### src/sv/fmprs_pkg.sv
// ----------------------------------------------------------------------------
// fmprs_pkg
// Shared types, codes and helpers of the four motor pull/hold/rewind sequencer.
// ----------------------------------------------------------------------------
package fmprs_pkg;

	localparam int MOTORS_MAX = 4;
	localparam int MOTORS_DEF = 4;
	localparam int NPAR       = 8;

	localparam logic KIND_TICK  = 1'b0;
	localparam logic KIND_WRITE = 1'b1;

	localparam logic [2:0] P_PERIOD = 3'd0;
	localparam logic [2:0] P_PULL_T = 3'd1;
	localparam logic [2:0] P_PULL_F = 3'd2;
	localparam logic [2:0] P_HOLD_T = 3'd3;
	localparam logic [2:0] P_HOLD_F = 3'd4;
	localparam logic [2:0] P_REW_T  = 3'd5;
	localparam logic [2:0] P_REW_F  = 3'd6;
	localparam logic [2:0] P_START  = 3'd7;

	typedef enum logic [2:0] {
		PH_PULL    = 3'd0,
		PH_HOLD    = 3'd1,
		PH_REWIND  = 3'd2,
		PH_WAIT    = 3'd3,
		PH_RESTART = 3'd4,
		PH_INIT    = 3'd5
	} phase_t;

	typedef struct packed {
		logic        kind;
		logic [31:0] time_ms;
		logic [1:0]  motor_index;
		logic [2:0]  param_index;
		logic [15:0] param_value;
	} req_in_t;

	typedef struct packed {
		logic [7:0] dir_motor0;
		logic [7:0] force_motor0;
		logic [7:0] dir_motor1;
		logic [7:0] force_motor1;
		logic [7:0] dir_motor2;
		logic [7:0] force_motor2;
		logic [7:0] dir_motor3;
		logic [7:0] force_motor3;
	} req_out_t;

	function automatic logic [7:0] sat8(input logic [15:0] v);
		logic [7:0] r;
		r = (v > 16'd255) ? 8'hff : v[7:0];
		return r;
	endfunction

endpackage

### src/sv/fmprs_motor.sv
// ----------------------------------------------------------------------------
// fmprs_motor
// One motor channel: shadow and working parameter sets, phase sequencer, drive.
// ----------------------------------------------------------------------------
module fmprs_motor (
	input  logic        clk,
	input  logic        arst_n,
	input  logic        wr_en,
	input  logic [2:0]  param_index,
	input  logic [15:0] param_value,
	input  logic        tick_en,
	input  logic [31:0] time_ms,
	output logic [7:0]  drv_dir,
	output logic [7:0]  drv_force
);

	fmprs_pkg::phase_t phase_q, phase_d;
	logic [31:0] start_q;
	logic [15:0] shadow_q [fmprs_pkg::NPAR];
	logic [15:0] work_q   [fmprs_pkg::NPAR];
	logic [7:0]  dir_q, dir_d;
	logic [7:0]  force_q, force_d;

	logic [31:0] elapsed;
	logic [31:0] lim_pull;
	logic [31:0] lim_hold;
	logic [31:0] lim_rew;
	logic [31:0] lim_period;

	assign elapsed    = time_ms - start_q;
	assign lim_pull   = {16'd0, work_q[fmprs_pkg::P_PULL_T]};
	assign lim_hold   = lim_pull + {16'd0, work_q[fmprs_pkg::P_HOLD_T]};
	assign lim_rew    = lim_hold + {16'd0, work_q[fmprs_pkg::P_REW_T]};
	assign lim_period = {16'd0, work_q[fmprs_pkg::P_PERIOD]};

	// next phase
	always_comb begin
		phase_d = phase_q;
		case (phase_q)
			fmprs_pkg::PH_INIT: begin
				if (shadow_q[fmprs_pkg::P_PERIOD] != 16'd0 &&
				    shadow_q[fmprs_pkg::P_START] != 16'd0) begin
					phase_d = fmprs_pkg::PH_PULL;
				end
			end
			fmprs_pkg::PH_PULL: begin
				if (elapsed > lim_pull) begin
					phase_d = fmprs_pkg::PH_HOLD;
				end
			end
			fmprs_pkg::PH_HOLD: begin
				if (elapsed > lim_hold) begin
					phase_d = fmprs_pkg::PH_REWIND;
				end
			end
			fmprs_pkg::PH_REWIND: begin
				if (elapsed > lim_rew) begin
					phase_d = fmprs_pkg::PH_WAIT;
				end
			end
			fmprs_pkg::PH_WAIT: begin
				if (elapsed >= lim_period) begin
					phase_d = fmprs_pkg::PH_RESTART;
				end
			end
			fmprs_pkg::PH_RESTART: begin
				phase_d = fmprs_pkg::PH_INIT;
			end
			default: begin
				phase_d = phase_q;
			end
		endcase
	end

	// drive for the current phase
	always_comb begin
		dir_d   = dir_q;
		force_d = force_q;
		case (phase_q)
			fmprs_pkg::PH_PULL: begin
				dir_d   = fmprs_pkg::sat8(work_q[fmprs_pkg::P_START]);
				force_d = fmprs_pkg::sat8(work_q[fmprs_pkg::P_PULL_F]);
			end
			fmprs_pkg::PH_HOLD: begin
				dir_d   = fmprs_pkg::sat8(work_q[fmprs_pkg::P_START]);
				force_d = fmprs_pkg::sat8(work_q[fmprs_pkg::P_HOLD_F]);
			end
			fmprs_pkg::PH_REWIND: begin
				dir_d   = fmprs_pkg::sat8(work_q[fmprs_pkg::P_START]);
				force_d = fmprs_pkg::sat8(work_q[fmprs_pkg::P_REW_F]);
			end
			fmprs_pkg::PH_WAIT, fmprs_pkg::PH_RESTART: begin
				dir_d   = 8'd0;
				force_d = 8'd0;
			end
			default: begin
				dir_d   = dir_q;
				force_d = force_q;
			end
		endcase
	end

	always_ff @(posedge clk or negedge arst_n) begin
		if (!arst_n) begin
			phase_q <= fmprs_pkg::PH_INIT;
			start_q <= 32'd0;
			dir_q   <= 8'd0;
			force_q <= 8'd0;
			for (int i = 0; i < fmprs_pkg::NPAR; i++) begin
				shadow_q[i] <= 16'd0;
				work_q[i]   <= 16'd0;
			end
		end else begin
			if (wr_en) begin
				shadow_q[param_index] <= param_value;
			end
			if (tick_en) begin
				phase_q <= phase_d;
				dir_q   <= dir_d;
				force_q <= force_d;
				if (phase_q == fmprs_pkg::PH_INIT) begin
					start_q <= time_ms;
					for (int i = 0; i < fmprs_pkg::NPAR; i++) begin
						work_q[i] <= shadow_q[i];
					end
				end
			end
		end
	end

	// drive that the next tick leaves held
	assign drv_dir   = dir_d;
	assign drv_force = force_d;

endmodule

### src/sv/four_motor_pull_hold_rewind_sequencer.sv
// ----------------------------------------------------------------------------
// four_motor_pull_hold_rewind_sequencer
// Parameter writes and millisecond ticks drive four pull/hold/rewind motors.
// ----------------------------------------------------------------------------
//  channel  | handshake            | payload          | moves
//  ---------+----------------------+------------------+---------------------------
//  in       | in_valid / in_ready  | in_req  (req_in) | tick or parameter write
//  out      | out_valid / out_ready| out_req (req_out)| drive of all motors, 1/tick
//
//  One request per cycle while no tick stalls; an accepted tick's result passes
//  the input register, then the result register, before it is valid.
//  Writes produce no result and never wait on the output side.
//  A tick stalls in the input register only while an untaken result is held.
//  Reset puts every motor in period init with zero parameters and drive.
// ----------------------------------------------------------------------------
module four_motor_pull_hold_rewind_sequencer #(
	parameter int MOTORS = fmprs_pkg::MOTORS_DEF
) (
	input  logic                clk,
	input  logic                arst_n,
	input  logic                in_valid,
	output logic                in_ready,
	input  fmprs_pkg::req_in_t  in_req,
	output logic                out_valid,
	input  logic                out_ready,
	output fmprs_pkg::req_out_t out_req
);

	logic                valid_s1_q;
	fmprs_pkg::req_in_t  req_s1;
	logic                out_valid_q;
	fmprs_pkg::req_out_t out_q;
	fmprs_pkg::req_out_t res;

	logic is_tick;
	logic advance;
	logic [7:0] dir_w   [fmprs_pkg::MOTORS_MAX];
	logic [7:0] force_w [fmprs_pkg::MOTORS_MAX];

	assign is_tick  = req_s1.kind == fmprs_pkg::KIND_TICK;
	assign advance  = valid_s1_q && (!is_tick || !out_valid_q || out_ready);
	assign in_ready = !valid_s1_q || advance;

	for (genvar m = 0; m < fmprs_pkg::MOTORS_MAX; m++) begin : g_motor
		if (m < MOTORS) begin : g_on
			fmprs_motor u_motor (
				.clk         (clk),
				.arst_n      (arst_n),
				.wr_en       (advance && !is_tick && req_s1.motor_index == 2'(m)),
				.param_index (req_s1.param_index),
				.param_value (req_s1.param_value),
				.tick_en     (advance && is_tick),
				.time_ms     (req_s1.time_ms),
				.drv_dir     (dir_w[m]),
				.drv_force   (force_w[m])
			);
		end else begin : g_off
			assign dir_w[m]   = 8'd0;
			assign force_w[m] = 8'd0;
		end
	end

	// result reflects drive after this tick's update
	logic [7:0] dir_nx   [fmprs_pkg::MOTORS_MAX];
	logic [7:0] force_nx [fmprs_pkg::MOTORS_MAX];
	assign dir_nx   = dir_w;
	assign force_nx = force_w;

	always_comb begin
		res.dir_motor0   = dir_nx[0];
		res.force_motor0 = force_nx[0];
		res.dir_motor1   = dir_nx[1];
		res.force_motor1 = force_nx[1];
		res.dir_motor2   = dir_nx[2];
		res.force_motor2 = force_nx[2];
		res.dir_motor3   = dir_nx[3];
		res.force_motor3 = force_nx[3];
	end

	always_ff @(posedge clk or negedge arst_n) begin
		if (!arst_n) begin
			valid_s1_q  <= 1'b0;
			out_valid_q <= 1'b0;
		end else begin
			if (in_ready) begin
				valid_s1_q <= in_valid;
			end
			if (advance && is_tick) begin
				out_valid_q <= 1'b1;
			end else if (out_ready) begin
				out_valid_q <= 1'b0;
			end
		end
	end

	always_ff @(posedge clk) begin
		if (in_valid && in_ready) begin
			req_s1 <= in_req;
		end
	end

	always_ff @(posedge clk) begin
		if (advance && is_tick) begin
			out_q <= res;
		end
	end

	assign out_valid = out_valid_q;
	assign out_req   = out_q;

	a_s1_hold: assert property (@(posedge clk) disable iff (!arst_n)
		valid_s1_q && !advance |=> valid_s1_q && $stable(req_s1))
		else $error("input stage lost or changed a stalled request");

	a_tick_result: assert property (@(posedge clk) disable iff (!arst_n)
		advance && is_tick |=> out_valid_q)
		else $error("accepted tick did not load a result");

	a_no_overrun: assert property (@(posedge clk) disable iff (!arst_n)
		out_valid_q && !out_ready |-> !(advance && is_tick))
		else $error("tick advanced over an untaken result");

	a_write_silent: assert property (@(posedge clk) disable iff (!arst_n)
		advance && !is_tick && !out_valid_q |=> !out_valid_q)
		else $error("write produced a result");

endmodule
### config.mk
export PLATFORM = sky130hd
export DESIGN_NAME = four_motor_pull_hold_rewind_sequencer
export DESIGN_NICKNAME = d
export VERILOG_FILES = /design/src/sv/fmprs_pkg.sv /design/src/sv/fmprs_motor.sv /design/src/sv/four_motor_pull_hold_rewind_sequencer.sv
export SDC_FILE = /design/constraint.sdc
export NUM_CORES = 2
export LEC_CHECK = 0
export BUFFER_PORTS_ARGS = -buffer_cell sky130_fd_sc_hd__buf_2
export CORE_UTILIZATION = 55
export CTS_CLUSTER_SIZE = 12
export DETAILED_ROUTE_END_ITERATION = 12
export GPL_TIMING_DRIVEN = 0
export PLACE_DENSITY_LB_ADDON = 0.25
export RECOVER_POWER = 50
export SYNTH_ARGS = -nofsm -noshare
export SYNTH_HDL_FRONTEND = slang
export SYNTH_SLANG_ARGS = --single-unit
export TNS_END_PERCENT = 50
### constraint.sdc
create_clock -name clk -period 11.42 [get_ports clk]
set_clock_uncertainty 0.2 [all_clocks]
set_input_delay 1.142 -clock clk [delete_from_list [all_inputs] [get_ports clk]]
set_output_delay 1.142 -clock clk [all_outputs]
set_load 0.005 [all_outputs]
==> reports/metrics.cfg <==
[sta]
setup_viol=0
tightest_slew_ns=6.20
drv_slew=293
rsz0062_at_grt=no
fin_crit_ns=7.97
fin_crit_sh_pct=69.8
max_freq_ghz=0.126
hold_viol=0
tns_ns=0
max_slew_margin_pct=-313

[finish]
nFillCells=10068
syn_to_final_growth_pct=11.2
final_nets=7205
final_area_um2=78200
drive_gt1_share_pct=19.7

[setup_path]
crit_path_start_kind=register
r2r-end=g_motor[1].g_on.u_motor.phase_q[1]$_DFFE_PN0P_
critPathSlowestCell=a31oi_1
r2r_slack_ns=3.45
crit_fanout=4
critical-path-top-delay-family=compound AO/OA/AOI/OAI gates
ff2ff_path_depth=28
r2r-start=g_motor[1].g_on.u_motor.lim_pull[0]$_DFFE_PN0P_
critical_path_arrival_ns=8.45
required_ns=11.91
endpoint=g_motor[1].g_on.u_motor.phase_q[1]$_DFFE_PN0P_
cp-startpoint=g_motor[1].g_on.u_motor.lim_pull[0]$_DFFE_PN0P_
cp-end-kind=register
cp.depth=28
timing_worst_setup_path_type=reg2reg
worst-path-buf-inv=3
slowest_delay_ns=0.92

[clocking]
postCtsSetupBuffers=0
cts_hold_buf=0
cts_num_sinks=1348
root_buffer=clkbuf_16
clk_latency_ns=0.81
cts_resized=0
cts_tree=yes
path_clk_slew_ns=0.06
cts_max_level=4
clockBufferDepth=3
numCtsBuffers=147

[logic_synthesis]
synth-simple-area-share_pct=9.20
synth_mux_area_share_pct=15.6
syn-cell-area_um2=70300
synth_edf_count=118
syn_inst=6323
synth-seq-area-share_pct=48.8
ys_seq_elements=1348
yosysTopAreaCellShare_pct=43.5
synth_top_family_by_area=multiplexers
avgSynthCellArea_um2=11.1
synth_top_cell_by_area=dfrtp_1
synth-xor-area-share_pct=2.42
yosysWarnings=0
synthDistinctLibCells=82
synth.cells.most_frequent=dfrtp_1 (1,222), mux2_2 (968), nand2_1 (625)
synthArstFlopShare_pct=91.2
syn_nets=6917
yosysMostFrequentCell=dfrtp_1
ys.flop_type=dfrtp_1
synth_compound_area_share_pct=10.8
synth_fa_ha_area_share_pct=9.66
yosys-top-cells-area=dfrtp_1 (43%), mux2_2 (15%), ha_1 (9.3%)

[global_route]
grt_pass1_vias=50344
grt.overflow.total=0
antenna_found_initial=19
grt_max_degree=175
grt_pass1_wl_um=304000
grt_usage_pct=30.9

[power_and_ir_drop]
power_w=0.0198
leakage_nw=36.3
peakVddDrop_uv=141
p_per_area_nw_per_um2=253

[hold_path]
whs_path_depth=2
hold_path_class=reg2reg

[route]
post_drt_wl_per_cell_um=23.8
drc=0
drtPass1Iterations=8
route.final.wire_length_um=200000
ant_nets=0
drtIter0Drc=4942
vias=51216
viasPerCell=6.11

[outcome]
status=complete, but fails checks
violations=max-capacitance violations, max-slew violations

[die]
rows=130
start_util_pct=55.7
core_area_um2=126000
die_w_um=360
die_height_um=360
die-area_um2=129000
io_pins=124

[placement]
place_hpwl_um=144000
portBuffers=123
postPlaceCellArea_um2=73400
gp_congestion=0.930

[flow_run]
cap_violations=10

## per-layer routing
| layer | part of all wire (%) | GRT usage, % |
|---|---|---|
| met5 | 0.017 | 0 |
| met4 | 3.6 | 11.2 |
| met3 | 7.6 | 5.30 |
| met2 | 44 | 46.6 |
| met1 | 45 | 44.9 |
## state kept, by name, summed over array words and instances, names as in the netlist
name	flops
g_motor.g_on.u_motor.lim_pull	64
out_valid	1
g_motor.g_on.u_motor.shadow_q	512
g_motor.g_on.u_motor.work_q	384
g_motor.g_on.u_motor.start_q	128
g_motor.g_on.u_motor.lim_period	64
g_motor.g_on.u_motor.phase_q	12
out_req	64
valid_s1_q	1
g_motor.g_on.u_motor.dir_q	32
req_s1	54
g_motor.g_on.u_motor.force_q	32
## where the power goes
| part | total (W) | switching, W | internal, W |
|---|---|---|---|
| clock | 0.00480 | 0.00207 | 0.00273 |
| sequential | 0.00666 | 0.000677 | 0.00598 |
| combinational | 0.00830 | 0.00495 | 0.00336 |
| total | 0.0198 | 0.00769 | 0.0121 |
## metrics by stage
stage | hold slack, ns | utilization [%] | setup slack, ns | cells
3_3_place_gp | 0.253 | 57.8 | -17.52 | 8096
5_1_grt | 0.283 | 61.9 | 3.11 | 8373
3_5_place_dp | 0.262 | 58.2 | 3.60 | 8110
6_report | 0.276 | 61.9 | 3.45 | 8379
4_1_cts | 0.0824 | 62.0 | 3.58 | 8371
2_1_floorplan | 0.244 | - | 5.42 | 6323
## worst min-delay path by stage
stage                                                                  end                                               from
final                       g_motor[3].g_on.u_motor.force_q[4]$_DFFE_PN0P_     g_motor[3].g_on.u_motor.force_q[4]$_DFFE_PN0P_
after global routing                                  req_s1[16]$_DFFE_PP_                                         in_req[16]
after detailed placement  g_motor[2].g_on.u_motor.lim_pull[15]$_DFFE_PN0P_  g_motor[2].g_on.u_motor.shadow_q[111]$_DFFE_PN0P_
after global placement     g_motor[1].g_on.u_motor.lim_pull[7]$_DFFE_PN0P_  g_motor[1].g_on.u_motor.shadow_q[103]$_DFFE_PN0P_
after floorplan           g_motor[0].g_on.u_motor.lim_pull[10]$_DFFE_PN0P_  g_motor[0].g_on.u_motor.shadow_q[106]$_DFFE_PN0P_
after CTS                 g_motor[1].g_on.u_motor.shadow_q[10]$_DFFE_PN0P_                                             arst_n
## tightest hold or removal path, cell delays in order (launching register included)
cell and delay, ns:
dfrtp_1 0.34, nand2_1 0.05, nand2_1 0.06
## placed cells by master, fill, tap and decap left out, types with 75 or more instances in the layout
cell type / netlist / layout
nand2_1: 625 / 625
a21oi_1: 275 / 275
dfrtp_1: 1222 / 1222
xnor2_1: 115 / 115
o21ai_0: 479 / 479
xor2_1: 79 / 79
buf_2: 0 / 79
ha_1: 524 / 524
clkbuf_1: 214 / 310
clkbuf_16: 0 / 148
inv_1: 405 / 405
nor2_1: 236 / 236
nor4_1: 78 / 77
nand4_1: 75 / 75
mux2_2: 968 / 967
edfxtp_1: 118 / 118
a21o_1: 99 / 99
## layout make-up
| cell class | instances | area [um^2] | share of cell area, % |
|---|---|---|---|
| timing repair buffer | 139 | 853 | 1.09 |
| sequential | 1348 | 34300 | 43.9 |
| clock buffer | 220 | 4170 | 5.34 |
| buffer | 240 | 907 | 1.16 |
| inverter | 406 | 1520 | 1.95 |
| multi-input combinational | 4329 | 33600 | 43.0 |
| tap | 1650 | 2060 | 2.64 |
| antenna | 6 | 15.0 | 0.0192 |
| clock inverter | 41 | 692 | 0.885 |
## logic make-up (layout without fill, tap and decap cells)
| kind of cell | count (synthesis) | count (layout) |
|---|---|---|
| compound gates | 1237 | 1237 |
| xor+xnor | 194 | 194 |
| fa+ha+maj | 536 | 536 |
| buf+inv | 646 | 1046 |
| flops | 1348 | 1348 |
| mux | 978 | 978 |
| other cells | 0 | 6 |
| simple gates | 1384 | 1384 |
(Power assumes the default switching activity.)
